==> config.mk <==
export PLATFORM = sky130hd
export DESIGN_NAME = utf8_invalid_byte_replacer_unit_flat
export DESIGN_NICKNAME = d
export VERILOG_FILES = /design/src/hdl/utf8r_pkg.sv /design/src/hdl/utf8r_if.sv /design/src/hdl/utf8r_decode.sv /design/src/hdl/utf8_invalid_byte_replacer_unit.sv /design/src/flat_wrapper.sv
export SDC_FILE = /design/constraint.sdc
export NUM_CORES = 1
export LEC_CHECK = 0
export ABC_CLOCK_PERIOD_IN_PS = 10600
export BUFFER_PORTS_ARGS = -buffer_cell sky130_fd_sc_hd__buf_2
export CAP_MARGIN = 20
export CELL_PAD_IN_SITES_DETAIL_PLACEMENT = 0
export CELL_PAD_IN_SITES_GLOBAL_PLACEMENT = 1
export CORE_MARGIN = 4
export CORE_UTILIZATION = 45
export DETAILED_ROUTE_END_ITERATION = 6
export GPL_TIMING_DRIVEN = 0
export PLACE_DENSITY = 0.81
export SLEW_MARGIN = 20
export SYNTH_ARGS = -nofsm -noshare
export SYNTH_HDL_FRONTEND = slang
export SYNTH_SLANG_ARGS = --single-unit
==> constraint.sdc <==
create_clock -name clk -period 10.6 [get_ports clk]
set_input_delay 2.12 -clock clk [delete_from_list [all_inputs] [get_ports clk]]
set_output_delay 2.12 -clock clk [all_outputs]
set_load 0.02 [all_outputs]
==> src/hdl/utf8r_pkg.sv <==
// Package for the UTF-8 byte repair block: result lane and held-sequence types and constants.
// Has no dependencies; it is used by utf8r_decode, the top level and the testbench.
package utf8r_pkg;

    // Replacement character for any byte outside a well-formed sequence.
    localparam logic [7:0] QMARK = 8'h3F;

    // One byte can release at most four results: three held bytes and itself.
    localparam int MAX_RESULTS = 4;
    localparam int LANE_W      = 2;
    localparam int RES_CNT_W   = 3;
    localparam int HELD_DEPTH  = 3;

    // Byte classes of the UTF-8 rules.
    localparam logic [7:0] ASCII_TOP   = 8'h7F;
    localparam logic [7:0] LEAD2_LO    = 8'hC2;
    localparam logic [7:0] LEAD2_HI    = 8'hDF;
    localparam logic [7:0] LEAD3_LO    = 8'hE0;
    localparam logic [7:0] LEAD3_HI    = 8'hEF;
    localparam logic [7:0] LEAD4_LO    = 8'hF0;
    localparam logic [7:0] LEAD4_HI    = 8'hF4;
    localparam logic [7:0] CONT_LO     = 8'h80;
    localparam logic [7:0] CONT_HI     = 8'hBF;
    localparam logic [7:0] LEAD_E0     = 8'hE0;
    localparam logic [7:0] LEAD_ED     = 8'hED;
    localparam logic [7:0] LEAD_F0     = 8'hF0;
    localparam logic [7:0] LEAD_F4     = 8'hF4;
    localparam logic [7:0] E0_CONT_LO  = 8'hA0;
    localparam logic [7:0] ED_CONT_HI  = 8'h9F;
    localparam logic [7:0] F0_CONT_LO  = 8'h90;
    localparam logic [7:0] F4_CONT_HI  = 8'h8F;

    // Expected sequence lengths.
    localparam logic [2:0] SEQ_NONE = 3'd0;
    localparam logic [2:0] SEQ_TWO  = 3'd2;
    localparam logic [2:0] SEQ_THREE = 3'd3;
    localparam logic [2:0] SEQ_FOUR = 3'd4;

    // One result byte as it leaves the block.
    typedef struct packed {
        logic [7:0] data;
        logic       repl;
        logic       last;
    } result_t;

    typedef result_t [MAX_RESULTS-1:0] result_lanes_t;

    // The open sequence: held bytes, how many are held, and its expected length.
    typedef struct packed {
        logic [HELD_DEPTH-1:0][7:0] held;
        logic [1:0]                 held_count;
        logic [2:0]                 seq_len;
    } seq_state_t;

endpackage

==> src/hdl/utf8r_if.sv <==
// Request channels of the UTF-8 byte repair block: raw bytes in, repaired bytes out.
// Has no dependencies.
interface utf8r_in_if;
    logic       valid;
    logic       ready;
    logic [7:0] in_byte;
    logic       in_last;

    modport source (output valid, output in_byte, output in_last, input ready);
    modport sink   (input valid, input in_byte, input in_last, output ready);
endinterface

interface utf8r_out_if;
    logic       valid;
    logic       ready;
    logic [7:0] out_byte;
    logic       was_replaced;
    logic       out_last;

    modport source (output valid, output out_byte, output was_replaced, output out_last,
                    input ready);
    modport sink   (input valid, input out_byte, input was_replaced, input out_last,
                    output ready);
endinterface

==> src/hdl/utf8r_decode.sv <==
// Next-state and result logic for one byte of the UTF-8 repair block.
// Depends on utf8r_pkg.
module utf8r_decode (
    input  logic [7:0]              data,
    input  logic                    last,
    input  utf8r_pkg::seq_state_t   st,
    output utf8r_pkg::seq_state_t   st_next,
    output utf8r_pkg::result_lanes_t lanes,
    output logic [2:0]              n_results
);
    import utf8r_pkg::*;

    logic [7:0]           lo;
    logic [7:0]           hi;
    logic                 taken;
    logic [2:0]           len;
    logic [RES_CNT_W-1:0] n;
    seq_state_t           nx;

    always_comb
    begin
        lanes = '0;
        n     = '0;
        nx    = st;
        taken = 1'b0;
        lo    = CONT_LO;
        hi    = CONT_HI;
        len   = SEQ_NONE;

        // An open sequence: check the byte as its next continuation.
        if (st.seq_len != SEQ_NONE && st.held_count != 2'd0)
        begin
            if (st.held_count == 2'd1)
            begin
                if (st.held[0] == LEAD_E0)
                    lo = E0_CONT_LO;
                else if (st.held[0] == LEAD_ED)
                    hi = ED_CONT_HI;
                else if (st.held[0] == LEAD_F0)
                    lo = F0_CONT_LO;
                else if (st.held[0] == LEAD_F4)
                    hi = F4_CONT_HI;
            end
            if (data >= lo && data <= hi)
            begin
                taken = 1'b1;
                if ({1'b0, st.held_count} + 3'd1 >= st.seq_len)
                begin
                    // Sequence complete: release it unchanged.
                    for (int i = 0; i < HELD_DEPTH; i++)
                    begin
                        if (2'(i) < st.held_count)
                        begin
                            lanes[n[LANE_W-1:0]] = '{data: st.held[i], repl: 1'b0, last: 1'b0};
                            n = n + 3'd1;
                        end
                    end
                    lanes[n[LANE_W-1:0]] = '{data: data, repl: 1'b0, last: 1'b0};
                    n = n + 3'd1;
                    nx.held_count = 2'd0;
                    nx.seq_len    = SEQ_NONE;
                end
                else if (st.held_count < 2'd3)
                begin
                    nx.held[st.held_count] = data;
                    nx.held_count          = st.held_count + 2'd1;
                end
            end
            else
            begin
                // Broken sequence: every held byte is replaced.
                for (int i = 0; i < HELD_DEPTH; i++)
                begin
                    if (2'(i) < st.held_count)
                    begin
                        lanes[n[LANE_W-1:0]] = '{data: QMARK, repl: 1'b1, last: 1'b0};
                        n = n + 3'd1;
                    end
                end
                nx.held_count = 2'd0;
                nx.seq_len    = SEQ_NONE;
            end
        end
        else
        begin
            nx.held_count = 2'd0;
            nx.seq_len    = SEQ_NONE;
        end

        // Judge the byte as a start byte when no sequence took it.
        if (!taken)
        begin
            if (data <= ASCII_TOP)
            begin
                lanes[n[LANE_W-1:0]] = '{data: data, repl: 1'b0, last: 1'b0};
                n = n + 3'd1;
            end
            else if (data >= LEAD2_LO && data <= LEAD2_HI)
                len = SEQ_TWO;
            else if (data >= LEAD3_LO && data <= LEAD3_HI)
                len = SEQ_THREE;
            else if (data >= LEAD4_LO && data <= LEAD4_HI)
                len = SEQ_FOUR;
            else
            begin
                lanes[n[LANE_W-1:0]] = '{data: QMARK, repl: 1'b1, last: 1'b0};
                n = n + 3'd1;
            end
            if (len != SEQ_NONE)
            begin
                nx.held[0]    = data;
                nx.held_count = 2'd1;
                nx.seq_len    = len;
            end
        end

        // End of text: whatever is still held is replaced, and the last result is marked.
        if (last)
        begin
            for (int i = 0; i < HELD_DEPTH; i++)
            begin
                if (2'(i) < nx.held_count)
                begin
                    lanes[n[LANE_W-1:0]] = '{data: QMARK, repl: 1'b1, last: 1'b0};
                    n = n + 3'd1;
                end
            end
            nx.held_count = 2'd0;
            nx.seq_len    = SEQ_NONE;
            if (n != 3'd0)
                lanes[LANE_W'(n - 3'd1)].last = 1'b1;
        end
    end

    assign st_next   = nx;
    assign n_results = n;

endmodule

==> src/hdl/utf8_invalid_byte_replacer_unit.sv <==
// Top level of the UTF-8 byte repair block: input stage, sequence state and result queue.
// Depends on utf8r_pkg, utf8r_if and utf8r_decode.
//
//  channel  | dir | payload                            | request taken when
//  ---------+-----+------------------------------------+--------------------
//  in_ch    | in  | in_byte[7:0], in_last              | valid && ready
//  out_ch   | out | out_byte[7:0], was_replaced,       | valid && ready
//           |     | out_last                           |
//
// One byte is taken per cycle while the input stage can move on; it is registered in the
// input stage, judged there, and its results are registered in the result queue. A byte
// that ends a sequence releases up to four results at once; they drain one a cycle while
// the output is ready, and the input stage holds while the queue has fewer than four free
// entries. Reset clears the open sequence and empties both stages. A stalled output blocks
// the input only once the queue holds more than OUTQ_DEPTH - 4 results.
module utf8_invalid_byte_replacer_unit #(
    parameter int OUTQ_DEPTH = 8
) (
    input  logic               clk,
    input  logic               rst_n,
    utf8r_in_if.sink           in_ch,
    utf8r_out_if.source        out_ch
);
    import utf8r_pkg::*;

    localparam int CNT_W = $clog2(OUTQ_DEPTH + 1);

    // Input stage.
    logic       stg_valid_reg;
    logic [7:0] stg_byte_reg;
    logic       stg_last_reg;
    logic       in_take;
    logic       go;

    // Open sequence.
    logic [HELD_DEPTH-1:0][7:0] held_reg;
    logic [1:0]                 held_count_reg;
    logic [2:0]                 seq_len_reg;
    seq_state_t                 st;
    seq_state_t                 st_next;
    result_lanes_t              lanes;
    logic [2:0]                 n_results;

    // Result queue; slot 0 is the head.
    result_t    q_reg  [OUTQ_DEPTH];
    result_t    q_next [OUTQ_DEPTH];
    result_t    q_shift [OUTQ_DEPTH];
    logic [CNT_W-1:0] q_count_reg;
    logic [CNT_W-1:0] q_count_next;
    logic [CNT_W-1:0] q_base;
    logic [CNT_W-1:0] q_off;
    logic [CNT_W-1:0] push_n;
    logic             pop;

    // The stage moves on when the queue can take a full group of results.
    assign go      = stg_valid_reg && (q_count_reg <= CNT_W'(OUTQ_DEPTH - MAX_RESULTS));
    assign in_ch.ready = !stg_valid_reg || go;
    assign in_take = in_ch.valid && in_ch.ready;

    always_ff @(posedge clk or negedge rst_n)
    begin
        if (!rst_n)
            stg_valid_reg <= 1'b0;
        else if (in_ch.ready)
            stg_valid_reg <= in_ch.valid;
    end

    always_ff @(posedge clk)
    begin
        if (in_take)
        begin
            stg_byte_reg <= in_ch.in_byte;
            stg_last_reg <= in_ch.in_last;
        end
    end

    // Judge the staged byte against the open sequence.
    assign st.held       = held_reg;
    assign st.held_count = held_count_reg;
    assign st.seq_len    = seq_len_reg;

    utf8r_decode u_decode (
        .data      (stg_byte_reg),
        .last      (stg_last_reg),
        .st        (st),
        .st_next   (st_next),
        .lanes     (lanes),
        .n_results (n_results)
    );

    always_ff @(posedge clk or negedge rst_n)
    begin
        if (!rst_n)
        begin
            held_count_reg <= 2'd0;
            seq_len_reg    <= SEQ_NONE;
        end
        else if (go)
        begin
            held_count_reg <= st_next.held_count;
            seq_len_reg    <= st_next.seq_len;
        end
    end

    always_ff @(posedge clk)
    begin
        if (go)
            held_reg <= st_next.held;
    end

    // Queue update: drop the head on a pop, append the new results behind what remains.
    assign pop    = (q_count_reg != '0) && out_ch.ready;
    assign push_n = go ? CNT_W'(n_results) : '0;
    assign q_base = q_count_reg - CNT_W'(pop);
    assign q_count_next = q_base + push_n;

    always_comb
    begin
        for (int i = 0; i < OUTQ_DEPTH - 1; i++)
            q_shift[i] = q_reg[i + 1];
        q_shift[OUTQ_DEPTH-1] = q_reg[OUTQ_DEPTH-1];
    end

    always_comb
    begin
        q_off = '0;
        for (int i = 0; i < OUTQ_DEPTH; i++)
        begin
            q_next[i] = q_reg[i];
            q_off     = CNT_W'(i) - q_base;
            if (CNT_W'(i) < q_base)
                q_next[i] = pop ? q_shift[i] : q_reg[i];
            else if (q_off < push_n)
                q_next[i] = lanes[q_off[LANE_W-1:0]];
        end
    end

    always_ff @(posedge clk or negedge rst_n)
    begin
        if (!rst_n)
            q_count_reg <= '0;
        else
            q_count_reg <= q_count_next;
    end

    always_ff @(posedge clk)
    begin
        for (int i = 0; i < OUTQ_DEPTH; i++)
            q_reg[i] <= q_next[i];
    end

    // Head of the queue drives the output channel.
    assign out_ch.valid        = (q_count_reg != '0);
    assign out_ch.out_byte     = q_reg[0].data;
    assign out_ch.was_replaced = q_reg[0].repl;
    assign out_ch.out_last     = q_reg[0].last;

endmodule

==> src/flat_wrapper.sv <==
// flat-port wrapper written by rule: the top's interface ports become plain ports
module utf8_invalid_byte_replacer_unit_flat import utf8r_pkg::*;
#(
    parameter int OUTQ_DEPTH = 8
)
  (clk, rst_n, in_ch_valid, in_ch_in_byte, in_ch_in_last, in_ch_ready, out_ch_valid, out_ch_out_byte, out_ch_was_replaced, out_ch_out_last, out_ch_ready);
  utf8r_in_if in_ch_i ();
  utf8r_out_if out_ch_i ();
  input  logic clk;
  input  logic rst_n;
  input wire logic [$bits(in_ch_i.valid)-1:0] in_ch_valid;
  input wire logic [$bits(in_ch_i.in_byte)-1:0] in_ch_in_byte;
  input wire logic [$bits(in_ch_i.in_last)-1:0] in_ch_in_last;
  output wire logic [$bits(in_ch_i.ready)-1:0] in_ch_ready;
  output wire logic [$bits(out_ch_i.valid)-1:0] out_ch_valid;
  output wire logic [$bits(out_ch_i.out_byte)-1:0] out_ch_out_byte;
  output wire logic [$bits(out_ch_i.was_replaced)-1:0] out_ch_was_replaced;
  output wire logic [$bits(out_ch_i.out_last)-1:0] out_ch_out_last;
  input wire logic [$bits(out_ch_i.ready)-1:0] out_ch_ready;
  assign in_ch_i.valid = in_ch_valid;
  assign in_ch_i.in_byte = in_ch_in_byte;
  assign in_ch_i.in_last = in_ch_in_last;
  assign in_ch_ready = in_ch_i.ready;
  assign out_ch_valid = out_ch_i.valid;
  assign out_ch_out_byte = out_ch_i.out_byte;
  assign out_ch_was_replaced = out_ch_i.was_replaced;
  assign out_ch_out_last = out_ch_i.out_last;
  assign out_ch_i.ready = out_ch_ready;
  utf8_invalid_byte_replacer_unit #(.OUTQ_DEPTH(OUTQ_DEPTH)) u_core (.clk(clk), .rst_n(rst_n), .in_ch(in_ch_i), .out_ch(out_ch_i));
endmodule
# Word-level counts from Yosys, hierarchy flattened
# Memory sizes are Yosys's and may differ from the RTL's.
# Index checks and enable logic that the tools add are counted.
[word_totals]
ff_bits = 43
latchBits = 0
ram_bits = 80
romBits = 0
input_bits = 13
out_inout_bits = 12
word_cells = 312
memories = 1
[mem_list]
columns = ["name", "depth", "width", "rd", "rd_clocked_by_memory_dff", "wr", "line", "rtl"]
rows = [
  ["u_core.q_reg", 8, 10, 8, 0, 8, "utf8_invalid_byte_replacer_unit.sv:45", "result_t q_reg [OUTQ_DEPTH];"],
]
[op_classes]
n_addsub = 22
mul = 0
div = 0
magnitude_cmp = 64
n_eq_ne = 5
shift = 0
mux = 165
bitwise_logic = 19
n_reduce_logical = 27
[ops]
columns = ["operator", "n"]
rows = [
  ["$mux 40", 28],
  ["$mux 10", 47],
  ["$bwmux 40", 5],
  ["$demux 10 s2", 10],
  ["$bmux 10 s2", 8],
  ["$or 28x28->28", 5],
  ["$mux 3", 39],
  ["$not 12->12", 6],
  ["$and 12x12->12", 5],
  ["$lt 2x3->1 const B", 19],
  ["$mux 8", 7],
  ["$mux 6", 7],
  ["$eq 8x8->1 const B", 4],
  ["$lt 4x4->1", 8],
  ["$or 7x28->28", 1],
  ["$add 3x1->3 const B", 9],
  ["$mux 13", 2],
  ["$mux 5", 5],
  ["$bwmux 24", 1],
  ["$ge 8x8->1 const B", 3],
  ["$le 8x8->1 const B", 3],
  ["$ge 2x1->1 const B", 11],
  ["$logic_and 1x1->1", 19],
  ["$demux 8 s2", 1],
  ["other kinds (30)", 49],
]

# Depth between registers and ports, before layout
# Gate-level depths: netlist (run 1).
[depth]
depth_word = 52
ltp_mapped = 33
depth_no_buf = 29

# Cells and area by module
# A second synthesis (run 1) with hierarchy kept.
[unflattened]
hier_cells = 816
area_unflattened_um2 = 9466.6
[modules_own_cells]
columns = ["mod", "n_inst", "cells_per_inst", "area_each_um2", "seq_area_each_um2"]
rows = [
  ["utf8_invalid_byte_replacer_unit", 1, 436, 7004.2, 3643.5],
  ["utf8r_decode", 1, 380, 2462.4, 0.0],
]

# Worst setup path before layout (run 1)
# Ideal clock, no wire load.
[synth_path]
kind = "reg-to-reg"
from = "reg u_core.held_count_reg[1] (netlist name)"
to = "mem u_core.q_reg[0][10] (netlist name), enable pin"
setup_ns = 0.407
t_arrival_ns = 7.356
required_ns = 10.193
setup_slack_ns = 2.837
path_stages_with_launch = 31
n_path_buf = 3
period_less_slack_ns = 7.763
cell_sequence = "dfrtp_1 -> inv_1 -> ha_1 -> clkbuf_1 -> clkbuf_1 -> nand3_1 -> nor4_1 -> nand2b_1 -> ha_1 -> and3b_1 -> a221o_1 -> nand3_1 -> o21ai_0 -> nand2_1 -> nand2_1 -> ha_1 -> and3_1 -> a21o_1 -> ha_1 -> a221o_1 -> ha_1 -> a21o_1 -> ha_1 -> mux2i_1 -> o22a_1 -> buf_2 -> a211o_1 -> inv_1 -> fa_1 -> nor2b_1 -> o41ai_1"
[synth_lines]
columns = ["element", "line"]
rows = [
  ["to (decl)", "utf8_invalid_byte_replacer_unit.sv:45"],
]

==> impl_results.md, run 1 <==
* Outcome: completed
* Critical path buffers and inverters at 7
* Vias at 8360
* WS Path Type: flop to flop
* Leak at 3.99 nW
* Area leader, netlist: edfxtp_1
* Setup Skew at 11.6 ps
* TritonCTS clock tree: yes
* Initial DRT Pass Iterations at 7
* Core Region at 19700 µm²
* Clk root buf: clkbuf_16
* Total negative slack at 0 ps
* Achievable frequency at 106 MHz
* Sw Share at 49.7%
* Mapped Cells at 971
* Total CTS buffers at 17
* Ys Warns at 0
* Post-layout min period at 9400 ps
* Async S/R FF share, synth at 8.13%
* Post-CTS sizing at 0
* Final hold vios at 0
* Num rows at 51
* Largest net degree at the start of global routing at 17
* CP peak stage delay at 590 ps
* Die area at 22500 µm²
* Syn nets at 1041
* Reg2Reg Setup Slack at 1200 ps
* Initial DRC Count at 1143
* Overall power at 3.98 mW
* Final Max Tran Viols at 0
* Clock Sinks at 123
* Post-DRT Antenna Nets at 0
* Critical Path Fanout Max at 10
* RR Endpoint: u_core.q_reg[0][11]$_DFFE_PP_
* Routed length per instance at 24.2 µm
* Synth Cell Area at 9070 µm²
* CP required at 10740 ps
* Cell family with most CP delay: compound AO/OA/AOI/OAI gates
* WL final at 31400 µm
* IO Pins at 25
* Grt total ovfl at 0
* Clock Latency Late Sink at 440 ps
* Starting Density at 46.2%
* Post-synth EDFFs at 113
* Cell-internal power at 2.00 mW
* Flop pwr share at 25.5%
* RSZ-0062 raised after global routing: no
* Gate power share at 59.7%
* Largest cells by area after synthesis: edfxtp_1 (37%), ha_1 (7.6%), nand2_1 (4.6%), a21oi_1 (3.5%), o21ai_0 (3.4%)
* Top cell type's share of synthesized area at 37.4%
* Final setup fails at 0
* Setup crit start kind: flop
* Vias in the first global route at 7887
* Avg Cell Area, Syn at 9.34 µm²
* Main synth FF type: edfxtp_1
* Drc violations at 0
* Worst R2R Path Depth at 32
* Commonest non-fill, non-tap cells in the layout: edfxtp_1 (113), nand2_1 (111), nor2_1 (63), a21oi_1 (62), o21ai_0 (57)
* HPWL Detailed at 23500 µm
* H-tree levels at 4
* Hold Path Depth at 0
* DR vias/cell at 6.44
* Hold_buf cts at 0
* Crit end category: flop
* Fraction of layout cells with a size suffix above 1 at 13.5%
* Worst min-delay path class: flop to flop
* Max Cap Violations at 0
* GRT Total Usage at 28.5%
* First-pass GRT wire length at 47700 µm
* DIE WIDTH at 150 µm
* Pwr Density at 391 nW/µm²
* NetSw at 1.98 mW
* Layout net count at 1091
* Synth Register Bits at 123
* Area Overhead vs Synth at 12.3%
* HP Start: u_core.stg_byte_reg[6]$_DFFE_PP_
* Port bufs at 24
* Data arrival time of the critical path at 9530 ps
* Die Ht at 150 µm
* Worst vdd ir at 0.000231 V
* Max reg flops at 80
* Clock power frac at 14.8%
* Max clock buf depth at 2
* Commonest non-fill, non-tap cell in the layout: edfxtp_1
* Tightest Pin Transition at 1150 ps
* Initial antenna violation count at 0
* Synth cell types at 85
* Seq/Total Area, Yosys at 40.2%
* Slew headroom at 23.5%
* Reg2Reg Launch Point: u_core.held_count_reg[1]$_DFFE_PN0P_
* Most used cell, CP: ha_1
* Clock transition at path regs at 60 ps
* N_diodes at 0
* Worst Hold End: u_core.held_reg[22]$_DFFE_PP_
* Routability Congestion at 0.978
* Post-CTS Setup Bufs at 0
* Slowest cell on crit path: clkbuf_1
* Period utilisation layout at 88.6%
## metrics by stage
| step | utilization (%) | instance area, µm² | hold slack [ps] | cells | setup WS, ps |
|---|---|---|---|---|---|
| after detailed placement | 48.9 | 9610 | 466 | 1267 | 1380 |
| after global placement | 48.5 | 9520 | 447 | 1260 | 105 |
| final | 51.8 | 10200 | 478 | 1299 | 1200 |
| after floorplan | - | 9070 | 439 | 971 | 2840 |
| after CTS | 51.8 | 10200 | 481 | 1299 | 1340 |
| after global routing | 51.8 | 10200 | 513 | 1299 | 768 |
## worst max-delay path by stage
| stage | cells after the start | slack (ps) | startpoint | end |
|---|---|---|---|---|
| final | 32 | 1200 | u_core.held_count_reg[1]$_DFFE_PN0P_ | u_core.q_reg[0][11]$_DFFE_PP_ |
| after global routing | 33 | 770 | u_core.held_count_reg[1]$_DFFE_PN0P_ | u_core.q_reg[0][15]$_DFFE_PP_ |
| after CTS | 32 | 1340 | u_core.held_count_reg[1]$_DFFE_PN0P_ | u_core.q_reg[0][12]$_DFFE_PP_ |
| after detailed placement | 32 | 1380 | u_core.held_count_reg[1]$_DFFE_PN0P_ | u_core.q_reg[0][14]$_DFFE_PP_ |
| after global placement | 30 | 100 | u_core.held_count_reg[1]$_DFFE_PN0P_ | u_core.q_reg[0][11]$_DFFE_PP_ |
| after floorplan | 30 | 2840 | u_core.held_count_reg[1]$_DFFE_PN0P_ | u_core.q_reg[0][10]$_DFFE_PP_ |
## kinds of logic after synthesis
kind of cell / after synthesis / synth area share, %
AOI/OAI and AO/OA: 305 / 22.5
xor gates and xnor gates: 15 / 1.45
DFF: 123 / 40.2
adders and majority gates: 57 / 8.03
muxes: 52 / 6.12
and+or+nand+nor: 303 / 16.3
buffers and inverters: 116 / 5.38
## per-layer routing
layer,share of wire (%),routed length [µm],track usage (%)
met1,43,13600,41.2
met2,43,13400,42.1
met3,11,3410,6.57
met4,3.2,991,9.38
met5,0,0,0
## final cells by class
type,instances,area [µm²]
fillers,1940,9470
repair buffers,31,166
clock inverters,15,151
plain buffers,72,323
flip-flops and latches,123,3640
well taps,265,332
multi-input cells,732,4980
inverters,44,165
clock buffers,17,425
## Yosys cell counts, types with 21 or more instances
cell,count
mux2_2,26
nand3_1,24
clkbuf_1,41
inv_1,40
o21ai_0,61
ha_1,55
a21o_1,23
nor2_1,63
a21oi_1,63
nand2_1,111
edfxtp_1,113
nor3_1,21
mux2i_1,24
## power by group through the flow
| stage | Clock, mW | Sequential (mW) | Combinational, mW |
|---|---|---|---|
| finish | 0.589 | 1.01 | 2.38 |
| global route | 0.612 | 1.03 | 2.55 |
| CTS | 0.587 | 1.01 | 2.31 |
| detailed placement | 0 | 1.02 | 2.29 |
| global placement | 0 | 1.02 | 2.22 |
| floorplan | 0 | 0.994 | 1.55 |
Power figures use the tool's default switching activity.
==> run 2, diff against run 1 <==
- CORE_MARGIN: 4 -> 5
==> impl_results.md, run 2 (synthesis results as in run 1) <==
* Outcome: completed
* CP peak stage delay at 670 ps (+80 ps)
* Initial antenna violation count at 0 (unchanged)
* Final core utilization at 51.0% (-0.87 points)
* Routed length per instance at 24.0 µm (-0.93%)
* Port bufs at 24 (unchanged)
* Finished Layout Cells at 1305 (+0.46%)
* DR vias/cell at 6.36 (-1.1%)
* RSZ-0062 raised after global routing: no
* Initial DRC Count at 1180 (+3.2%)
* Most used cell, CP: ha_1
* Tightest Pin Transition at 1130 ps (-21.7 ps)
* Worst min-delay path class: flop to flop
* Num rows at 52 (+2.0%)
* Final Max Tran Viols at 0 (unchanged)
* Clock Sinks at 123 (unchanged)
* Clock Latency Late Sink at 430 ps (about the same)
* Grt total ovfl at 0 (unchanged)
* N_diodes at 0 (unchanged)
* Slew headroom at 24.4% (+0.87 points)
* Die Ht at 152 µm (+1.3%)
* Cell-internal power at 2.00 mW (-0.34%)
* Initial DRT Pass Iterations at 6 (-1)
* WHS at 467 ps (-11.2 ps)
* Flop pwr share at 25.5% (about the same)
* Starting Density at 45.3% (-0.89 points)
* Fraction of layout cells with a size suffix above 1 at 13.7% (+0.18 points)
* H-tree levels at 4 (unchanged)
* CP required at 10660 ps (-80 ps)
* IO Pins at 25 (unchanged)
* Largest net degree at the start of global routing at 17 (unchanged)
* Clk root buf: clkbuf_16
* Sw Share at 49.9% (+0.22 points)
* TritonCTS clock tree: yes
* Die area at 23100 µm² (+2.7%)
* Routability Congestion at 1.02 (+3.8%)
* Core Region at 20000 µm² (+2.0%)
* GRT Total Usage at 26.7% (-1.8 points)
* HP Start: u_core.stg_byte_reg[6]$_DFFE_PP_
* WL final at 31300 µm (-0.47%)
* NetSw at 1.99 mW (+0.54%)
* Period utilisation layout at 88.0% (-0.65 points)
* Clock power frac at 14.5% (-0.3 points)
* Vias in the first global route at 8006 (+1.5%)
* Setup Skew at 8.30 ps (-3.28 ps)
* Critical Path Fanout Max at 10 (unchanged)
* Crit end category: flop
* Max clock buf depth at 2 (unchanged)
* Post-CTS Setup Bufs at 0 (unchanged)
* Commonest non-fill, non-tap cells in the layout: edfxtp_1 (113), nand2_1 (111), nor2_1 (63), a21oi_1 (62), o21ai_0 (57)
* Placed cells at 1273 (+0.47%)
* Leak at 4.00 nW (about the same)
* Hold_buf cts at 0 (unchanged)
* Layout net count at 1092 (+0.092%)
* Pwr Density at 390 nW/µm² (-0.16%)
* Setup crit start kind: flop
* Commonest non-fill, non-tap cell in the layout: edfxtp_1
* Reg2Reg Launch Point: u_core.held_count_reg[1]$_DFFE_PN0P_
* Post-layout min period at 9330 ps (-68.5 ps)
* Vias at 8305 (-0.66%)
* Worst vdd ir at 0.000235 V (+2.0%)
* Cell family with most CP delay: compound AO/OA/AOI/OAI gates
* First-pass GRT wire length at 47700 µm (about the same)
* Achievable frequency at 107 MHz (+0.73%)
* Crit. Startpoint: u_core.held_count_reg[1]$_DFFE_PN0P_
* Pre-CTS WS at 1420 ps (+37.2 ps)
* Area Overhead vs Synth at 12.6%
* HPWL Detailed at 23600 µm (+0.18%)
* Total negative slack at 0 ps (unchanged)
* Total CTS buffers at 17 (unchanged)
* WS Path Type: flop to flop
* Post-DRT Antenna Nets at 0 (unchanged)
* Final hold vios at 0 (unchanged)
* DIE WIDTH at 152 µm (+1.3%)
* Slowest cell on crit path: a21oi_2
* Max reg flops at 80 (unchanged)
* Drc violations at 0 (unchanged)
* Max Cap Violations at 0 (unchanged)
* Data arrival time of the critical path at 9390 ps (-140 ps)
* Critical path buffers and inverters at 4 (-3)
* Gate power share at 60.0% (+0.3 points)
* Clock transition at path regs at 60 ps (about the same)
* Final WS setup at 1270 ps (+68.5 ps)
* Post-CTS sizing at 0 (unchanged)
* Final setup fails at 0 (unchanged)
[run 2: layer usage]
metal | vias up | GRT usage, % | wire, µm
li1 | 3738 | - | -
met1 | 4044 | 37.5 | 13500
met2 | 455 | 40.7 | 13800
met3 | 68 | 5.38 | 2860
met4 | 0 | 10.4 | 1090
met5 | - | 0 | 0
[run 2: power by group through the flow]
stage                     Sequential (mW)  Clock, mW  Combinational [mW]
after floorplan                     0.994          0                1.55
after global placement               1.03          0                2.23
after detailed placement             1.02          0                2.32
after CTS                            1.01      0.579                2.33
after global routing                 1.03      0.600                2.59
final                                1.02      0.579                2.39
[run 2: worst reg2reg max path: cells and delay by family, from the launching register on]
kind,cells,cell delay (ps)
AO/OA/AOI/OAI,11,3260
adder cells (fa/ha/maj),7,2080
buffers and inverters,4,1320
flip-flops,1,430
multiplexers,1,100
AND/OR/NAND/NOR,8,1760
[run 2: final timing paths]
check                      cells past startpoint                                   end  slack [ps]
setup / recovery                              31         u_core.q_reg[1][29]$_DFFE_PP_        1270
hold / removal                                 0         u_core.held_reg[14]$_DFFE_PP_         470
setup reg to reg                              31         u_core.q_reg[1][29]$_DFFE_PP_        1270
hold reg to reg                                0         u_core.held_reg[14]$_DFFE_PP_         470
max in group asynchronous                      1  u_core.held_count_reg[1]$_DFFE_PN0P_        8870
min in group asynchronous                      1       u_core.q_count_reg[1]$_DFF_PN0_        1540
[run 2: area by class of cell]
class / instances / area, µm²
buffer: 72 / 323
clock buffer: 17 / 425
clock inverter: 15 / 146
fill: 1920 / 9830
inverter: 44 / 165
multi-input combinational: 732 / 4980
sequential: 123 / 3640
tap: 270 / 338
timing repair buffer: 32 / 188
[run 2: through the flow]
step	instance area, µm²	power [mW]
3_3_place_gp	9530	3.25
4_1_cts	10200	3.92
2_1_floorplan	9070	2.54
5_1_grt	10200	4.22
6_report	10200	3.99
3_5_place_dp	9640	3.34
==> run 3, diff against run 2 <==
- CAP_MARGIN: 20 -> 30
- CELL_PAD_IN_SITES_DETAIL_PLACEMENT: 0 -> default
- CELL_PAD_IN_SITES_GLOBAL_PLACEMENT: 1 -> default
- PLACE_DENSITY: 0.81 -> 0.68
==> impl_results.md, run 3 (synthesis results as in run 1) <==
* Largest net degree at the start of global routing at 17 (unchanged)
* WS Path Type: flop to flop
* Post-CTS sizing at 0 (unchanged)
* WL final at 30900 µm (-1.3%)
* TritonCTS clock tree: yes
* Hold_buf cts at 0 (unchanged)
* Tightest Pin Transition at 981 ps (-145 ps)
* Total CTS buffers at 17 (unchanged)
* Register area at 3640 µm² (unchanged)
* Vias in the first global route at 8135 (+1.6%)
* DR vias/cell at 6.49 (+2.0%)
* IO Pins at 25 (unchanged)
* Clock Latency Late Sink at 430 ps (about the same)
* RR Endpoint: u_core.q_reg[1][28]$_DFFE_PP_
* Period utilisation layout at 85.3% (-2.7 points)
* Initial DRC Count at 1215 (+3.0%)
* Worst min-delay path class: flop to flop
* Vias at 8464 (+1.9%)
* H-tree levels at 4 (unchanged)
* Commonest non-fill, non-tap cells in the layout: edfxtp_1 (113), nand2_1 (111), nor2_1 (63), a21oi_1 (62), o21ai_0 (57)
* CP required at 10660 ps (about the same)
* Drc violations at 0 (unchanged)
* Sw Share at 49.3% (-0.67 points)
* Core Region at 20000 µm² (unchanged)
* Post-CTS Setup Bufs at 0 (unchanged)
* Num rows at 52 (unchanged)
* Setup Skew at 13.3 ps (+4.96 ps)
* Worst vdd ir at 0.000190 V (-19%)
* Flop pwr share at 25.4% (about the same)
* HPWL Detailed at 23300 µm (-1.0%)
* Starting Density at 45.3% (unchanged)
* Final hold vios at 0 (unchanged)
* Setup crit start kind: flop
* Critical path endpoint: u_core.q_reg[1][28]$_DFFE_PP_
* Fraction of layout cells with a size suffix above 1 at 13.5% (-0.18 points)
* N_diodes at 0 (unchanged)
* Leak at 4.01 nW (+0.26%)
* Final core utilization at 51.0% (unchanged)
* Worst R2R Path Depth at 31 (unchanged)
* Port bufs at 24 (unchanged)
* Post-DRT Antenna Nets at 0 (unchanged)
* Pwr Density at 391 nW/µm² (+0.23%)
* Die Ht at 152 µm (unchanged)
* Final Max Tran Viols at 0 (unchanged)
* Cell-internal power at 2.03 mW (+1.6%)
* Outcome: completed
* Max Cap Violations at 0 (unchanged)
* Slew headroom at 34.1% (+9.7 points)
* Crit. Startpoint: u_core.held_count_reg[1]$_DFFE_PN0P_
* Total negative slack at 0 ps (unchanged)
* Initial DRT Pass Iterations at 6 (unchanged)
* Die area at 23100 µm² (unchanged)
* Clock power frac at 15.2% (+0.7 points)
* Data arrival time of the critical path at 9100 ps (-290 ps)
* Gate power share at 59.4% (-0.6 points)
* CP peak stage delay at 560 ps (-110 ps)
* Commonest non-fill, non-tap cell in the layout: edfxtp_1
* Max clock buf depth at 2 (unchanged)
* Most used cell, CP: ha_1
* Routed length per instance at 23.7 µm (-1.2%)
* DIE WIDTH at 152 µm (unchanged)
* Area Overhead vs Synth at 12.6% (unchanged)
* Critical Path Fanout Max at 10 (unchanged)
* Crit end category: flop
* NetSw at 1.97 mW (-1.1%)
* Reg2Reg Launch Point: u_core.held_count_reg[1]$_DFFE_PN0P_
* Max reg flops at 80 (unchanged)
* GRT Total Usage at 26.2% (-0.44 points)
* Final setup fails at 0 (unchanged)
* RSZ-0062 raised after global routing: no
* Slowest cell on crit path: clkbuf_1
* Grt total ovfl at 0 (unchanged)
* Layout net count at 1091 (-0.092%)
* Post-layout min period at 9050 ps (-282 ps)
* Fill cell count at 1925 (+0.26%)
* Multi-input gate area at 4980 µm² (about the same)
* Reg2Reg Setup Slack at 1550 ps (+280 ps)
* First-pass GRT wire length at 47400 µm (-0.49%)
* Initial antenna violation count at 0 (unchanged)
* Achievable frequency at 111 MHz (+3.1%)
* Clk root buf: clkbuf_16
* Clock transition at path regs at 60 ps (about the same)
* Routability Congestion at 0.989 (-2.6%)
* Clock Sinks at 123 (unchanged)
-- run 3: cell count changes in the layout (fill, tap and decap cells not counted) --
| cell | delta |
|---|---|
| inv_8 | -7 |
| inv_6 | +5 |
| buf_6 | -3 |
| clkinvlp_4 | -3 |
| bufinv_16 | +2 |
| clkinv_4 | +2 |
| buf_2 | +1 |
| buf_4 | +1 |
| clkinv_2 | +1 |
| o21ai_1 | +1 |
| o21ai_2 | -1 |
-- run 3: cell type report --
class / count / area share (%)
multi-input cells: 732 / 48.8
plain buffers: 72 / 3.16
well taps: 270 / 3.31
clock inverters: 15 / 1.68
flip-flops and latches: 123 / 35.7
clock buffers: 17 / 4.17
inverters: 44 / 1.62
repair buffers: 31 / 1.63
-- run 3: power groups by stage --
stage          clock network, mW  logic, mW  registers, mW
2_1_floorplan                  0       1.55          0.994
3_3_place_gp                   0       2.20           1.02
3_5_place_dp                   0       2.28           1.02
4_1_cts                    0.606       2.30           1.01
5_1_grt                    0.631       2.56           1.03
6_report                   0.607       2.37           1.02
-- run 3: worst min-delay path by stage --
stage                                           from  depth (start not counted)                             to  slack, ps
floorplan           u_core.stg_byte_reg[6]$_DFFE_PP_                          0  u_core.held_reg[14]$_DFFE_PP_        440
global placement    u_core.stg_byte_reg[6]$_DFFE_PP_                          0  u_core.held_reg[22]$_DFFE_PP_        460
detailed placement  u_core.stg_byte_reg[6]$_DFFE_PP_                          0  u_core.held_reg[14]$_DFFE_PP_        450
CTS                 u_core.stg_byte_reg[6]$_DFFE_PP_                          0  u_core.held_reg[14]$_DFFE_PP_        460
global route        u_core.stg_byte_reg[6]$_DFFE_PP_                          0  u_core.held_reg[22]$_DFFE_PP_        480
finish              u_core.stg_byte_reg[6]$_DFFE_PP_                          0  u_core.held_reg[14]$_DFFE_PP_        470
-- run 3: metrics by stage --
| stage | cells | hold WS, ps | total power, mW | setup WS [ps] | instance area, µm² |
|---|---|---|---|---|---|
| 6_report | 1304 | 465 | 3.99 | 1550 | 10200 |
| 3_3_place_gp | 1265 | 460 | 3.22 | 482 | 9530 |
| 4_1_cts | 1304 | 464 | 3.92 | 1690 | 10200 |
| 3_5_place_dp | 1272 | 451 | 3.30 | 1750 | 9620 |
| 5_1_grt | 1304 | 479 | 4.22 | 1050 | 10200 |
| 2_1_floorplan | 971 | 439 | 2.54 | 2840 | 9070 |
-- run 3: critical path, delay by kind of cell, from the launching register on --
family	cells	cell delay, ps
compound gates	11	3140
buf+inv	4	1250
simple gates	8	1670
fa+ha+maj	7	2080
mux	1	100
flops	1	430
-- run 3: metal layers --
metal  track usage [%]  up-vias  share of wire [%]
met5                 0        -                  0
met4              9.59        0                3.7
met3              6.20       96                 11
met2              39.4      599                 43
met1              37.1     4027                 42
li1                  -     3742                  -
